### config.mk
export PLATFORM = sky130hd
export DESIGN_NAME = sctk_ctrl
export DESIGN_NICKNAME = d
export VERILOG_FILES = /design/src/sv/sctk_pkg.sv /design/src/sv/sctk_ctrl.sv
export SDC_FILE = /design/constraint.sdc
export NUM_CORES = 1
export LEC_CHECK = 0
export BUFFER_PORTS_ARGS = -buffer_cell sky130_fd_sc_hd__buf_4
export CELL_PAD_IN_SITES_DETAIL_PLACEMENT = 0
export CELL_PAD_IN_SITES_GLOBAL_PLACEMENT = 2
export CORE_AREA = 4 4 41 43
export DETAILED_ROUTE_END_ITERATION = 10
export DIE_AREA = 0 0 45 47
export GPL_TIMING_DRIVEN = 0
export PLACE_DENSITY_LB_ADDON = 0.1
export SYNTH_ARGS = -nofsm -noshare
export SYNTH_HDL_FRONTEND = slang
export SYNTH_SLANG_ARGS = --single-unit
### constraint.sdc
create_clock -name clk -period 2 [get_ports clk]
set_clock_uncertainty 0.15 [all_clocks]
set_input_delay 0 -clock clk [delete_from_list [all_inputs] [get_ports clk]]
set_output_delay 0 -clock clk [all_outputs]
set_load 0.01 [all_outputs]
### src/sv/sctk_pkg.sv
// sctk_pkg: shared types, scan code constants and set-1 key tables
// for the scan code translator and key fifo; no dependencies
`timescale 1ns / 1ps
`default_nettype none

package sctk_pkg;

    // operation codes of an input beat
    localparam logic OP_EVENT = 1'b0;
    localparam logic OP_POP   = 1'b1;

    // configuration register indexes
    localparam int CFG_IDX_W = 2;
    localparam logic [CFG_IDX_W-1:0] REG_ARROW_UP    = 2'd0;
    localparam logic [CFG_IDX_W-1:0] REG_ARROW_DOWN  = 2'd1;
    localparam logic [CFG_IDX_W-1:0] REG_ARROW_LEFT  = 2'd2;
    localparam logic [CFG_IDX_W-1:0] REG_ARROW_RIGHT = 2'd3;

    localparam logic [7:0] ARROW_UP_RST    = 8'd128;
    localparam logic [7:0] ARROW_DOWN_RST  = 8'd129;
    localparam logic [7:0] ARROW_LEFT_RST  = 8'd130;
    localparam logic [7:0] ARROW_RIGHT_RST = 8'd131;

    // set-1 make codes with special handling
    localparam logic [7:0] SC_LSHIFT = 8'h2A;
    localparam logic [7:0] SC_RSHIFT = 8'h36;
    localparam logic [7:0] SC_UP     = 8'h48;
    localparam logic [7:0] SC_DOWN   = 8'h50;
    localparam logic [7:0] SC_LEFT   = 8'h4B;
    localparam logic [7:0] SC_RIGHT  = 8'h4D;
    localparam logic [7:0] CHAR_NONE = 8'h00;

    // populated part of the us key tables, codes past the end map to none
    localparam int MAP_LEN = 58;

    localparam logic [7:0] PLAIN_MAP [MAP_LEN] = '{
        8'h00, 8'h1b, 8'h31, 8'h32, 8'h33, 8'h34, 8'h35, 8'h36,
        8'h37, 8'h38, 8'h39, 8'h30, 8'h2d, 8'h3d, 8'h08, 8'h09,
        8'h71, 8'h77, 8'h65, 8'h72, 8'h74, 8'h79, 8'h75, 8'h69,
        8'h6f, 8'h70, 8'h5b, 8'h5d, 8'h0a, 8'h00, 8'h61, 8'h73,
        8'h64, 8'h66, 8'h67, 8'h68, 8'h6a, 8'h6b, 8'h6c, 8'h3b,
        8'h27, 8'h60, 8'h00, 8'h5c, 8'h7a, 8'h78, 8'h63, 8'h76,
        8'h62, 8'h6e, 8'h6d, 8'h2c, 8'h2e, 8'h2f, 8'h00, 8'h2a,
        8'h00, 8'h20
    };

    localparam logic [7:0] SHIFT_MAP [MAP_LEN] = '{
        8'h00, 8'h1b, 8'h21, 8'h40, 8'h23, 8'h24, 8'h25, 8'h5e,
        8'h26, 8'h2a, 8'h28, 8'h29, 8'h5f, 8'h2b, 8'h08, 8'h09,
        8'h51, 8'h57, 8'h45, 8'h52, 8'h54, 8'h59, 8'h55, 8'h49,
        8'h4f, 8'h50, 8'h7b, 8'h7d, 8'h0a, 8'h00, 8'h41, 8'h53,
        8'h44, 8'h46, 8'h47, 8'h48, 8'h4a, 8'h4b, 8'h4c, 8'h3a,
        8'h22, 8'h7e, 8'h00, 8'h7c, 8'h5a, 8'h58, 8'h43, 8'h56,
        8'h42, 8'h4e, 8'h4d, 8'h3c, 8'h3e, 8'h3f, 8'h00, 8'h2a,
        8'h00, 8'h20
    };

    // character of a plain press, scan code below 128
    function automatic logic [7:0] sctk_key_char(input logic [6:0] code, input logic shifted);
        logic [7:0] ch;
        ch = CHAR_NONE;
        if (code < 7'(MAP_LEN))
        begin
            ch = shifted ? SHIFT_MAP[code[5:0]] : PLAIN_MAP[code[5:0]];
        end
        return ch;
    endfunction

    // controller to datapath commands
    typedef struct packed {
        logic take;   // input beat accepted this cycle
        logic load;   // load the output register
    } sctk_cmd_t;

endpackage

`default_nettype wire

### src/sv/sctk_ctrl.sv
// sctk_ctrl: handshake controller, accept -> read -> hold sequence
// depends on sctk_pkg
`timescale 1ns / 1ps
`default_nettype none

module sctk_ctrl
    import sctk_pkg::*;
(
    input  wire logic      clk,
    input  wire logic      rst_n,
    input  wire logic      in_valid,
    output logic           in_stall,
    output logic           out_valid,
    input  wire logic      out_stall,
    output sctk_cmd_t      cmd
);

    typedef enum logic [1:0] {
        ST_IDLE,
        ST_READ,
        ST_HOLD
    } state_t;

    state_t state_reg;
    logic   in_stall_reg;
    logic   out_valid_reg;

    always_ff @(posedge clk or negedge rst_n)
    begin
        if (!rst_n)
        begin
            state_reg     <= ST_IDLE;
            in_stall_reg  <= 1'b0;
            out_valid_reg <= 1'b0;
        end
        else
        begin
            unique case (state_reg)
                ST_IDLE:
                begin
                    if (in_valid)
                    begin
                        state_reg    <= ST_READ;
                        in_stall_reg <= 1'b1;
                    end
                end
                ST_READ:
                begin
                    state_reg     <= ST_HOLD;
                    out_valid_reg <= 1'b1;
                end
                ST_HOLD:
                begin
                    if (!out_stall)
                    begin
                        state_reg     <= ST_IDLE;
                        out_valid_reg <= 1'b0;
                        in_stall_reg  <= 1'b0;
                    end
                end
                default:
                begin
                    state_reg <= ST_IDLE;
                end
            endcase
        end
    end

    assign in_stall  = in_stall_reg;
    assign out_valid = out_valid_reg;
    assign cmd.take  = (state_reg == ST_IDLE) && in_valid;
    assign cmd.load  = (state_reg == ST_READ);

    // one beat in flight: a result shows only while input is held off
    a_valid_stalls: assert property (@(posedge clk) disable iff (!rst_n)
        out_valid_reg |-> in_stall_reg)
        else $error("result shown while input open");

    a_load_shows: assert property (@(posedge clk) disable iff (!rst_n)
        cmd.load |=> out_valid_reg)
        else $error("loaded result not shown");

    a_reopen_after_out: assert property (@(posedge clk) disable iff (!rst_n)
        $fell(in_stall_reg) |-> $past(out_valid_reg && !out_stall))
        else $error("input reopened without output beat");

endmodule

`default_nettype wire

==> results.yml, run 1 <==
status:
  status: "completed"
power_and_ir_drop:
  p_per_area_nw_per_um2: 1393
  irDropWorstVdd_uv: 291.8
  switching_share: 0.3389
  p_int_uw: 276.7
  p_seq_frac: 0.375
  combPwrFrac: 0.393
  switchingPower_uw: 141.8
  total_power_uw: 418.5
  p_clk_frac: 0.231
  leakagePower_nw: 0.1404
routing:
  wl_per_cell_um: 10.09
  dr.pass1.iters: 1
  drc_errors: 0
  ant_nets: 0
  via_per_inst: 3.711
  vias: 167
  dr.first_iter.drc_count: 0
  routed_wl_um: 454
synthesis:
  synth.top_cells.by_area: "dfrtp_1 60%, and3_1 7.5%, o21ai_0 6.0%"
  synth_adder_area_share: 0
  yosys.area_share.simple: 0.1353
  ys_types: 10
  syn_area_um2: 166.4
  syn_inst: 16
  yosysTopAreaCell: "dfrtp_1"
  synthMuxAreaShare: 0
  syn_area_per_cell_um2: 10.40
  ys_warn_count: 0
  synthesis.nets: 20
  synth_top_area_frac: 0.6015
  synth_top_family_by_area: "compound AO/OA/AOI/OAI gates"
  synth_xor_area_frac: 0
  synth_compound_area_frac: 0.2180
  seq_area_frac_synth: 0.6015
  ys_seq_elements: 4
timing:
  final.setup.tns_ns: 0
  timing.final.ws_setup_ns: 0.8532
  setup_viol: 0
  max-slew-margin-rel: 0.8782
  finalCriticalPeriod_ns: 1.147
  tightest_slew_ns: 0.1821
  finalHoldViolations: 0
  slew_viol_final: 0
  fmax_mhz: 872.0
  whs_ns: 0.3854
  fin_crit_sh: 0.5734
  rsz0062_at_grt: "false"
worst_setup_path:
  slowest_delay_ns: 0.41
  r2r_cells: 3
  cp_slowest_cell: "dfrtp_1"
  r2r-end: "state_reg[1]"
  r2r-start: "state_reg[0]"
  worst_setup_path_end_kind: "output port"
  r2r_setup_slack_ns: 1.02
  crit_chain: "inv_2 -> and3_1 -> buf_4"
  worst_setup_path_start_kind: "register"
  crit_required_ns: 1.85
  crit_fanout: 4
  worstSetupPathType: "reg -> out"
  worst_ep_arrival_time_ns: 1.00
global_route:
  grt_overflow: 0
  grt_usage: 0.05710
  use_met3: 0.02299
  grt_pass1_vias: 183
  grt-busiest-layer: "met2"
  grt_max_degree: 6
  antenna_found_initial: 0
  met1_usage: 0.06667
  grt_pass1_wl_um: 786
  globalRouteMet2Util: 0.07062
final_layout:
  final_layout_size_suffix_gt1_frac: 0.4333
  final_util: 0.2308
  diodes: 0
  largest_reg_flops: 2
  nets: 36
  syn2layout_area_growth_pct: 80.45
die:
  coreArea_um2: 1301
  num_rows: 13
  dieArea_um2: 2115
  die-height_um: 47
  initial_utilization: 0.1279
  die_w_um: 45
  num_io_pins: 8
clock_tree:
  root_buffer: "clkbuf_4"
  numCtsBuffers: 3
  htree_levels: 1
  post_cts_buffers: 0
  worstSkewPairLatency_ns: 0.23
  tritoncts: "built"
  clk_pin_slew_ns: 0.04
  cts_sinks: 4
  clk_path_buf_depth: 2
placed_design:
  portBuffers: 7
  dp_hpwl_um: 356.1
  dp_worst_setup_slack_ns: 1.039
  gp_congestion: 0.6272
hold_path:
  min_path_cells: 1
  min_from: "state_reg[0]"
  hp-class: "reg -> reg"
  hold_end: "state_reg[1]"
flow_run:
  cap_violations: 0
## power by group through the flow
stage	combinational [mW]	clock, mW	sequential, mW
6_report	0.165	0.0967	0.157
5_1_grt	0.185	0.107	0.164
4_1_cts	0.169	0.101	0.158
3_5_place_dp	0.162	0	0.159
3_3_place_gp	0.163	0	0.160
2_1_floorplan	0.0785	0	0.158
## placed cells by master, fill, tap and decap left out
master,n
a21oi_1,1
a2bb2oi_1,1
and3_1,2
buf_4,7
clkbuf_4,3
dfrtp_1,4
dlygate4sd3_1,4
inv_2,2
nand2_1,1
nor2_2,1
o21ai_0,2
o21ai_1,1
o21bai_1,1
## worst max path at each step
| stage | from | endpoint | slack (ns) | depth (start not counted) |
|---|---|---|---|---|
| after global routing | state_reg[1] | cmd[1] | 0.78 | 3 |
| after floorplan | state_reg[0] | state_reg[1] | 1.08 | 3 |
| after detailed placement | state_reg[0] | state_reg[1] | 1.04 | 3 |
| after CTS | state_reg[1] | cmd[1] | 0.84 | 3 |
| final | state_reg[1] | cmd[1] | 0.85 | 3 |
| after global placement | state_reg[0] | state_reg[1] | 1.01 | 3 |
## cells in the mapped netlist, drive strengths merged
master / instances
a21oi: 1
inv: 2
dfrtp: 4
nand2: 1
o21bai: 1
and3: 2
a2bb2oi: 1
nor2: 1
o21ai: 3
## final cells by class
cell class                 instances  area (um2)
clock buffer                       3       22.52
fill                             150        1001
inverter                           2       7.507
multi-input combinational         10       58.81
sequential                         4       100.1
tap                               15       18.77
timing repair buffer              11       92.59
## metal layers
layer | up-vias | routed length, um
met2 | 7 | 228
li1 | 83 | -
met4 | 0 | 12
met3 | 2 | 16
met5 | - | 0
met1 | 75 | 196
## metrics by stage
stage / cell area [um2] / std cells
finish: 300.3 / 45
global route: 300.3 / 45
CTS: 300.3 / 45
detailed placement: 237.7 / 38
global placement: 237.7 / 38
floorplan: 166.4 / 16
## logic make-up after synthesis
family          after synthesis
compound gates                6
simple gates                  4
buf+inv                       2
flops                         4
## worst max-delay path: cells and delay by family (launching register included)
kind	cells	cell delay, ns
simple gates	1	0.16
buf+inv	2	0.21
flops	1	0.41
## repair_timing
action	CTS	global route
resized for setup	0	0
hold buffers	4	0
hold endpoints to repair	8	0
setup endpoints to repair	0	0
No activity file was read; power rests on OpenSTA's default activity.
==> inputs of run 2 (changes only) <==
- clock period: 2 -> 1.1 ns (I/O delays scaled with it)
==> results.yml, run 2 (synthesized netlist as in run 1, its figures left out) <==
power_and_ir_drop:
  p_seq_frac: 0.324
  combPwrFrac: 0.474
  irDropWorstVdd_uv: 533.8
  p_per_area_nw_per_um2: 2566
  p_int_uw: 589.1
  switching_share: 0.3305
  total_power_uw: 879.8
  leakagePower_nw: 0.1605
  switchingPower_uw: 290.8
  p_clk_frac: 0.201
worst_setup_path:
  worst_setup_path_start_kind: "register"
  cp_slowest_cell: "dfrtp_1"
  crit_required_ns: 0.95
  crit_buf_inv: 2
  crit_chain: "inv_2 -> and3_4 -> buf_6"
  worst_setup_path_end_kind: "output port"
  crit_cells: 3
  worstSetupPathType: "reg -> out"
  r2r_cells: 4
  worst_ep_arrival_time_ns: 0.98
  crit_fanout: 4
  critPathTopFamily: "flip-flops"
  slowest_delay_ns: 0.41
final_layout:
  nets: 40
  final_area_um2: 342.8
  syn2layout_area_growth_pct: 106.0
  final_layout_size_suffix_gt1_frac: 0.5588
  mostFrequentLayoutCells: "10 x buf_4, 4 x dlygate4sd3_1, 4 x dfrtp_1, 3 x clkbuf_4"
  largest_reg_flops: 2
  layout_commonest_cell: "buf_4"
  diodes: 0
timing:
  rsz0062_at_grt: "true"
  tightest_slew_ns: 0.1909
  fmax_mhz: 882.1
  setup_viol: 1
  timing.final.ws_setup_ns: -0.03372
  fin_crit_sh: 1.031
  finalCriticalPeriod_ns: 1.134
  whs_ns: 0.1986
  max-slew-margin-rel: 0.8723
  finalHoldViolations: 0
  slew_viol_final: 0
routing:
  via_per_inst: 3.755
  dr.pass1.iters: 1
  vias: 184
  routed_wl_um: 520
  drc_errors: 0
  wl_per_cell_um: 10.61
  dr.first_iter.drc_count: 0
  ant_nets: 0
clock_tree:
  worstSkewPairLatency_ns: 0.23
  tritoncts: "built"
  cts_sinks: 4
  clk_path_buf_depth: 2
  htree_levels: 1
  numCtsBuffers: 3
  root_buffer: "clkbuf_4"
  clk_pin_slew_ns: 0.03
die:
  die-height_um: 47
  die_w_um: 45
  num_rows: 13
  dieArea_um2: 2115
  initial_utilization: 0.1279
  coreArea_um2: 1301
  num_io_pins: 8
global_route:
  grt_usage: 0.06344
  antenna_found_initial: 0
  grt_overflow: 0
  grt_pass1_vias: 198
  grt_pass1_wl_um: 876
  grt_max_degree: 5
placed_design:
  portBuffers: 7
  gp_congestion: 0.6272
  placed_cell_area_um2: 237.7
  dp_hpwl_um: 356.1
status:
  violations: "negative setup slack"
  status: "finished with violations"
hold_path:
  hp-class: "in -> out"
  min_path_cells: 3
flow_run:
  cap_violations: 0
## run 2: cell count changes in the layout (fill, tap and decap cells not counted)
cell,previous run,this run
buf_4,7,10
o21ai_1,1,0
and3_4,0,1
o21ai_2,0,1
and3_1,2,1
buf_6,0,1
## run 2: final cells by class
cell class	instances	area, um2
Fill cell	146	958.4
Timing Repair Buffer	15	126.4
Sequential cell	4	100.1
Multi-Input combinational cell	10	67.56
Clock buffer	3	22.52
Tap cell	15	18.77
Inverter	2	7.507
## run 2: path summary, 6_finish.rpt
path,slack [ns],to,start
hold reg to reg,0.40,in_stall,in_stall
setup / recovery,-0.03,cmd[1],state_reg[1]
setup reg to reg,0.05,out_valid,state_reg[1]
hold / removal,0.20,cmd[1],in_valid
min in group asynchronous,0.51,out_valid,rst_n
max in group asynchronous,0.11,in_stall,rst_n
## run 2: metrics by stage
stage,std cells,setup WS (ns),setup TNS [ns],util
after floorplan,16,0.1797,0,-
after global placement,38,0.1109,0,0.1827
after detailed placement,38,0.1390,0,0.1827
after CTS,49,-0.03286,-0.03286,0.2567
after global routing,49,-0.08764,-0.1107,0.2635
final,49,-0.03372,-0.03372,0.2635
## run 2: power by group through the flow
| stage | combinational [mW] | clock (mW) | sequential [mW] |
|---|---|---|---|
| floorplan | 0.143 | 0 | 0.288 |
| global placement | 0.297 | 0 | 0.291 |
| detailed placement | 0.295 | 0 | 0.289 |
| CTS | 0.397 | 0.184 | 0.283 |
| global route | 0.457 | 0.194 | 0.300 |
| finish | 0.417 | 0.177 | 0.285 |
## run 2: worst min-delay path, stage by stage
cell and delay, ns:
buf_4 0.09, and3_4 0.17, buf_6 0.09
## run 2: what timing repair did
action,in CTS,in global routing
buffers inserted,4,0
cloned,0,0
endpoints found under the setup margin,1,3
hold buffers,4,0
hold endpoints to repair,8,0
gates resized for setup,1,2
pin swaps,0,1
## run 2: routing by layer
layer  vias to the layer above  GRT usage  wire length (um)
met5                         -          0                 0
met4                         0    0.07018                12
met3                         2    0.02299                17
met2                         7    0.09040               272
met1                        83    0.06897               218
li1                         92          -                 -
